--- src/hw/rtl/a2b_pkg.sv ---
`timescale 1ns / 1ps
// ----------------------------------------------------------------------------
// a2b_pkg
// Shared widths, tangent table and stage types for the bisection atan2.
// ----------------------------------------------------------------------------
package a2b_pkg;

    localparam int BISECT_STEPS = 9;
    localparam int COORD_WIDTH  = 16;
    localparam int ANGLE_WIDTH  = 12;
    localparam int TAN_FRAC     = 16;

    localparam int ROM_SIZE = 1 << BISECT_STEPS;
    localparam int IDX_W    = BISECT_STEPS;
    localparam int MAG_W    = COORD_WIDTH;
    localparam int LHS_W    = MAG_W + TAN_FRAC;

    localparam int QUARTER_CODE = 1 << (ANGLE_WIDTH - 2);
    localparam int HALF_CODE    = 1 << (ANGLE_WIDTH - 1);
    localparam int NATIVE_STEPS = ANGLE_WIDTH - 3;
    localparam int MID_UP       = (BISECT_STEPS <= NATIVE_STEPS) ?
                                  (NATIVE_STEPS - BISECT_STEPS) : 0;
    localparam int MID_DN       = (BISECT_STEPS > NATIVE_STEPS) ?
                                  (BISECT_STEPS - NATIVE_STEPS) : 0;
    localparam int MID_W        = BISECT_STEPS + 1 + MID_UP;

    localparam int LATENCY = BISECT_STEPS + 2;

    localparam real PI_VAL    = 3.14159265358979323846;
    localparam real NODE_STEP = PI_VAL / real'(longint'(1) << (BISECT_STEPS + 1));

    function automatic longint tan_q16(int m);
        real a;
        a = NODE_STEP * real'(m);
        return longint'($tan(a) * real'(longint'(1) << TAN_FRAC));
    endfunction

    localparam int TAN_W  = $clog2(tan_q16(ROM_SIZE - 1) + 1);
    localparam int PROD_W = MAG_W + TAN_W;
    localparam int CMP_W  = (LHS_W > PROD_W) ? LHS_W : PROD_W;

    typedef logic [TAN_W-1:0] t_tan_rom [ROM_SIZE];

    function automatic t_tan_rom build_tan_rom();
        t_tan_rom rom;
        for (int m = 0; m < ROM_SIZE; m++) begin
            rom[m] = TAN_W'(tan_q16(m));
        end
        return rom;
    endfunction

    localparam t_tan_rom TAN_ROM = build_tan_rom();

    typedef struct packed {
        logic flip_x;
        logic flip_y;
        logic on_axis;
        logic vertical;
    } t_meta;

    typedef struct packed {
        logic [MAG_W-1:0] ax;
        logic [MAG_W-1:0] ay;
        t_meta            meta;
        logic [IDX_W-1:0] lo;
        logic [IDX_W-1:0] step;
        logic [TAN_W-1:0] tan;
    } t_stage;

endpackage

--- src/hw/rtl/a2b_fold.sv ---
`timescale 1ns / 1ps
// ----------------------------------------------------------------------------
// a2b_fold
// Folds the vector into the first quadrant and seeds the bisection chain.
// ----------------------------------------------------------------------------
module a2b_fold (
    input  logic                                   i_clk,
    input  logic                                   i_rst_n,
    input  logic                                   i_valid,
    input  logic signed [a2b_pkg::COORD_WIDTH-1:0] i_x_coord,
    input  logic signed [a2b_pkg::COORD_WIDTH-1:0] i_y_coord,
    output logic                                   o_valid,
    output a2b_pkg::t_stage                        o_stage
);
    import a2b_pkg::*;

    logic   r_valid;
    t_stage r_stage;
    t_stage n_stage;

    always_comb begin
        n_stage.meta.flip_x = i_x_coord[COORD_WIDTH-1];
        n_stage.meta.flip_y = i_y_coord[COORD_WIDTH-1];
        n_stage.ax = i_x_coord[COORD_WIDTH-1] ? (~i_x_coord + 1'b1) : i_x_coord;
        n_stage.ay = i_y_coord[COORD_WIDTH-1] ? (~i_y_coord + 1'b1) : i_y_coord;
        n_stage.meta.vertical = (i_x_coord == '0);
        n_stage.meta.on_axis  = (i_x_coord == '0) || (i_y_coord == '0);
        n_stage.lo   = '0;
        n_stage.step = IDX_W'(ROM_SIZE / 2);
        n_stage.tan  = TAN_ROM[IDX_W'(ROM_SIZE / 2)];
    end

    always_ff @(posedge i_clk) begin
        if (!i_rst_n) begin
            r_valid <= 1'b0;
        end else begin
            r_valid <= i_valid;
        end
    end

    always_ff @(posedge i_clk) begin
        r_stage <= n_stage;
    end

    assign o_valid = r_valid;
    assign o_stage = r_stage;

endmodule

--- src/hw/rtl/a2b_cell.sv ---
`timescale 1ns / 1ps
// ----------------------------------------------------------------------------
// a2b_cell
// One bisection step: compare against the node tangent, narrow the interval
// and fetch the tangent of the next node.
// ----------------------------------------------------------------------------
module a2b_cell (
    input  logic            i_clk,
    input  logic            i_rst_n,
    input  logic            i_valid,
    input  a2b_pkg::t_stage i_stage,
    output logic            o_valid,
    output a2b_pkg::t_stage o_stage
);
    import a2b_pkg::*;

    logic             r_valid;
    t_stage           r_stage;
    t_stage           n_stage;
    logic [IDX_W-1:0] mid;
    logic [IDX_W-1:0] step_next;
    logic [PROD_W-1:0] prod;
    logic [LHS_W-1:0]  lhs;
    logic              below;
    logic [TAN_W-1:0]  tan_lo;
    logic [TAN_W-1:0]  tan_hi;

    always_comb begin
        mid       = i_stage.lo + i_stage.step;
        step_next = i_stage.step >> 1;
        prod      = PROD_W'(i_stage.ax) * PROD_W'(i_stage.tan);
        lhs       = {i_stage.ay, {TAN_FRAC{1'b0}}};
        below     = CMP_W'(lhs) < CMP_W'(prod);
        tan_lo    = TAN_ROM[i_stage.lo + step_next];
        tan_hi    = TAN_ROM[mid + step_next];

        n_stage      = i_stage;
        n_stage.step = step_next;
        n_stage.lo   = below ? i_stage.lo : mid;
        n_stage.tan  = below ? tan_lo : tan_hi;
    end

    always_ff @(posedge i_clk) begin
        if (!i_rst_n) begin
            r_valid <= 1'b0;
        end else begin
            r_valid <= i_valid;
        end
    end

    always_ff @(posedge i_clk) begin
        r_stage <= n_stage;
    end

    assign o_valid = r_valid;
    assign o_stage = r_stage;

endmodule

--- src/hw/rtl/a2b_finish.sv ---
`timescale 1ns / 1ps
// ----------------------------------------------------------------------------
// a2b_finish
// Turns the final interval into a code, unfolds the quadrant and registers
// the result beat.
// ----------------------------------------------------------------------------
module a2b_finish (
    input  logic                              i_clk,
    input  logic                              i_rst_n,
    input  logic                              i_valid,
    input  a2b_pkg::t_stage                   i_stage,
    output logic                              o_strobe,
    output logic [a2b_pkg::ANGLE_WIDTH-1:0]   o_angle_code
);
    import a2b_pkg::*;

    logic                   r_strobe;
    logic [ANGLE_WIDTH-1:0] r_angle_code;
    logic [ANGLE_WIDTH-1:0] n_angle_code;
    logic [MID_W-1:0]       mid_full;
    logic [ANGLE_WIDTH-1:0] base;
    logic [ANGLE_WIDTH-1:0] folded;

    always_comb begin
        mid_full = MID_W'({i_stage.lo, 1'b1}) << MID_UP;
        base     = ANGLE_WIDTH'(mid_full >> MID_DN);
        if (i_stage.meta.vertical) begin
            base = ANGLE_WIDTH'(QUARTER_CODE);
        end else if (i_stage.meta.on_axis) begin
            base = '0;
        end
        folded = i_stage.meta.flip_x ? (ANGLE_WIDTH'(HALF_CODE) - base) : base;
        n_angle_code = i_stage.meta.flip_y ? (ANGLE_WIDTH'(0) - folded) : folded;
    end

    always_ff @(posedge i_clk) begin
        if (!i_rst_n) begin
            r_strobe <= 1'b0;
        end else begin
            r_strobe <= i_valid;
        end
    end

    always_ff @(posedge i_clk) begin
        r_angle_code <= n_angle_code;
    end

    assign o_strobe     = r_strobe;
    assign o_angle_code = r_angle_code;

endmodule

--- src/hw/rtl/atan2_by_bisection.sv ---
`timescale 1ns / 1ps
// ----------------------------------------------------------------------------
// atan2_by_bisection
// Angle of a signed vector as a code of 4096 per turn, clockwise from +x.
//
// Input: drive i_x_coord and i_y_coord and raise start; the beat is taken
// at every clock edge with start high and busy low. busy never rises, so
// a new vector may be offered in every cycle.
// Output: each result appears on o_angle_code for exactly one cycle with
// o_strobe high, after it passes the fold, cell and finish registers.
// Results come out in input order; the receiver cannot stall them.
// Throughput is one vector per cycle: a fold stage, one cell per bisection
// step (one multiply and compare each) and an output register.
// Latency is set by the length of the cell chain.
// Reset (i_rst_n low, synchronous) drops every beat in flight; no strobe
// follows for vectors taken before reset.
// ----------------------------------------------------------------------------
module atan2_by_bisection (
    input  logic                                   i_clk,
    input  logic                                   i_rst_n,
    input  logic                                   start,
    output logic                                   busy,
    input  logic signed [a2b_pkg::COORD_WIDTH-1:0] i_x_coord,
    input  logic signed [a2b_pkg::COORD_WIDTH-1:0] i_y_coord,
    output logic                                   o_strobe,
    output logic [a2b_pkg::ANGLE_WIDTH-1:0]        o_angle_code
);
    import a2b_pkg::*;

    logic   w_valid [BISECT_STEPS+1];
    t_stage w_stage [BISECT_STEPS+1];

    assign busy = 1'b0;

    a2b_fold u_fold (
        .i_clk     (i_clk),
        .i_rst_n   (i_rst_n),
        .i_valid   (start && !busy),
        .i_x_coord (i_x_coord),
        .i_y_coord (i_y_coord),
        .o_valid   (w_valid[0]),
        .o_stage   (w_stage[0])
    );

    for (genvar g = 0; g < BISECT_STEPS; g++) begin : g_cell
        a2b_cell u_cell (
            .i_clk   (i_clk),
            .i_rst_n (i_rst_n),
            .i_valid (w_valid[g]),
            .i_stage (w_stage[g]),
            .o_valid (w_valid[g+1]),
            .o_stage (w_stage[g+1])
        );
    end

    a2b_finish u_finish (
        .i_clk        (i_clk),
        .i_rst_n      (i_rst_n),
        .i_valid      (w_valid[BISECT_STEPS]),
        .i_stage      (w_stage[BISECT_STEPS]),
        .o_strobe     (o_strobe),
        .o_angle_code (o_angle_code)
    );

endmodule

--- config.mk ---
export PLATFORM = sky130hd
export DESIGN_NAME = atan2_by_bisection
export DESIGN_NICKNAME = d
export VERILOG_FILES = /design/src/hw/rtl/a2b_pkg.sv /design/src/hw/rtl/a2b_fold.sv /design/src/hw/rtl/a2b_cell.sv /design/src/hw/rtl/a2b_finish.sv /design/src/hw/rtl/atan2_by_bisection.sv
export SDC_FILE = /design/constraint.sdc
export NUM_CORES = 1
export LEC_CHECK = 0
export BUFFER_PORTS_ARGS = -buffer_cell sky130_fd_sc_hd__buf_2
export CORE_ASPECT_RATIO = 0.7
export CORE_MARGIN = 2
export CORE_UTILIZATION = 45
export DETAILED_ROUTE_END_ITERATION = 8
export PLACE_DENSITY = 0.74
export SLEW_MARGIN = 5
export SYNTH_ARGS = -nofsm -noshare
export SYNTH_HDL_FRONTEND = slang
export SYNTH_SLANG_ARGS = --single-unit
--- constraint.sdc ---
create_clock -name i_clk -period 2 [get_ports i_clk]
set_input_delay 0.2 -clock i_clk [delete_from_list [all_inputs] [get_ports i_clk]]
set_output_delay 0.2 -clock i_clk [all_outputs]
set_load 0.1 [all_outputs]
==> impl_metrics.toml <==
[synth]
synth_seq_cells = 55
avgSynthCellArea_um2 = 14.6
synth_cells = 93
synthTopCellsByArea = "dfxtp_1, and2_1, buf_4"
syn_nets = 128
syn-cell-area_um2 = 1360
yosysSeqAreaShare = 0.811
synth.distinct_cells = 14
ys_warn_count = 0
synth_top_cell_by_area = "dfxtp_1"
synth.top_cell.area_share = 0.811

[layout]
drive_above_1_share = 0.399
diodes = 0
final_common_cell = "dfxtp_1"
final_cell_mix = "dfxtp_1, buf_2, and2_1"
final_nets = 172
finalNonFillerCells = 174
area_growth_pct = 21.4

[worst_hold_path]
min_delay_path_depth = 1
min_from = "i_x_coord[15]"
hold_path_class = "in2reg"
min_delay_worst_endpoint = "u_fold.o_stage[46]"

[power_and_ir_drop]
power.internal_w = 0.00141
comb_power_share = 0.124
clockPowerShare = 0.284
power.density_nw_per_um2 = 1160
sequentialPowerShare = 0.591
swShare = 0.262
p_switching_w = 0.000503
peakVddDrop_uv = 495
cellLeakagePower_nw = 0.742

[job]
max_cap_viol_count = 0

[clock_tree]
cts_tree = "done"
ctsResizeCount = 0
clkTransAtPathRegs_ns = 0.08
cts_hold_buf = 0
cts_root_buffer = "clkbuf_8"
clockBufferDepth = 2
htree_levels = 2
post_cts_buffers = 0
clock_latency_ns = 0.29
cts_sinks = 55
cts_buffers = 5

[timing]
min_period_ns = 1.38
max_clock_freq_ghz = 0.727
tns_ns = 0
clock_skew_ns = 0.00433
finalHoldViolCount = 0
setup_viol = 0
period_share = 0.688
rsz0062_at_grt = "false"
slew_violations = 0

[worst_setup_path]
critPathMaxFanout = 9
crit_type = "reg2out"
cp-start-kind = "register"
ff2ff_path_depth = 2
path_delay_family = "buffers and inverters"
rrSetupSlack_ns = 1.05
crit_chain = "buf_2"
path_buf_inv = 1
critical_path.max_stage_delay_ns = 0.46
critical_path_arrival_ns = 1.18
worstPathRequired_ns = 1.80
r2r-start = "g_cell[8].u_cell.o_stage[43]"
cp-end-kind = "primary output"
crit_slowest_cell = "buf_2"
reg2reg_to = "u_finish.o_angle_code[11]"

[global_routing]
grt_pass1_vias = 694
antenna_found_initial = 0
grt_max_degree = 16
grt_pass1_wl_um = 2780
overflow = 0
grt_usage = 0.110

[place]
dp_cells = 166
port_buffers = 47
place_congestion = 0.675
place_hpwl_um = 1190

[floorplanning]
core.rowCount = 16
die_w_um = 69.7
design.portCount = 49
die_h_um = 50.0
start_util = 0.478
core_um2 = 2840
dieArea_um2 = 3480

[drt]
drt-total-wl_um = 1600
routed_via_density = 4.40
vias = 765
drcViolationCount = 0
wire_per_inst_um = 9.17
first_pass_iters = 2
drt_iter0_drc = 16
ant_nets = 0

[status]
status = "complete, no violations"
[worst max path at each step]
stage                              from  slack [ns]         endpoint  cells after the start
2_1_floorplan  u_finish.o_angle_code[3]        0.32  o_angle_code[2]                      1
3_3_place_gp   u_finish.o_angle_code[3]        0.96  o_angle_code[2]                      1
3_5_place_dp   u_finish.o_angle_code[3]        0.93  o_angle_code[1]                      1
4_1_cts        u_finish.o_angle_code[3]        0.59  o_angle_code[1]                      1
5_1_grt        u_finish.o_angle_code[3]        0.54  o_angle_code[1]                      1
6_report       u_finish.o_angle_code[3]        0.62  o_angle_code[9]                      1
[synthesized netlist by cell type]
cell and number:
xnor2_1 1, conb_1 1, clkbuf_1 1, and4_1 1, mux2_2 1, o21bai_1 1, nor2_1 1, dfxtp_1 55
buf_4 9, a41o_2 1, nor3_1 1, and2_1 11, nor4_1 8, nand2b_1 1
[flip-flops by register name, indices dropped and copies added (netlist names)]
name,count
u_finish.o_strobe,1
u_fold.o_stage,4
g_cell.u_cell.o_stage,36
g_cell.u_cell.o_valid,9
u_finish.o_angle_code,4
u_fold.o_valid,1
[area by class of cell]
cell class / count / area [um^2]
Timing Repair Buffer: 47 / 235
Tap cell: 36 / 45.0
Sequential cell: 55 / 1100
Multi-Input combinational cell: 28 / 185
Fill cell: 240 / 1190
Clock buffer: 7 / 76.3
Clock inverter: 1 / 5.00
[power by group through the flow]
stage / combinational (W) / clock, W / sequential, W
global placement: 0.000237 / 0 / 0.00116
CTS: 0.000239 / 0.000569 / 0.00113
floorplan: 0.000171 / 0 / 0.00120
detailed placement: 0.000239 / 0 / 0.00116
finish: 0.000238 / 0.000545 / 0.00113
global route: 0.000246 / 0.000618 / 0.00114
[layer usage]
layer | wire [um] | vias up | global-route usage | share of wire
met3 | 236 | 2 | 0.0695 | 0.15
met1 | 597 | 333 | 0.103 | 0.37
met2 | 740 | 51 | 0.188 | 0.46
met5 | 0 | - | 0 | 0
li1 | - | 379 | - | -
met4 | 20 | 0 | 0.0577 | 0.013
[per-stage QoR]
stage / total power, W / hold slack, ns / worst slack, ns / cell area, um^2 / util
after CTS: 0.00194 / 0.00789 / 0.594 / 1650 / 0.580
final: 0.00192 / 0.0207 / 0.624 / 1650 / 0.580
after detailed placement: 0.00140 / 0.312 / 0.929 / 1570 / 0.551
after global placement: 0.00140 / 0.310 / 0.956 / 1570 / 0.551
after floorplan: 0.00137 / 0.228 / 0.318 / 1360 / -
after global routing: 0.00200 / 0.00857 / 0.540 / 1650 / 0.580
[cell families (layout without fill, tap and decap cells)]
group / after synthesis / after routing / share of synthesized area
compound gates: 2 / 2 / 0.0138
flops: 55 / 55 / 0.811
mux: 1 / 1 / 0.00829
xor+xnor: 1 / 1 / 0.00645
buf+inv: 10 / 55 / 0.0525
other cells: 1 / 1 / 0.00276
simple gates: 23 / 23 / 0.105
Note: power is estimated with default switching activity, not from simulation.
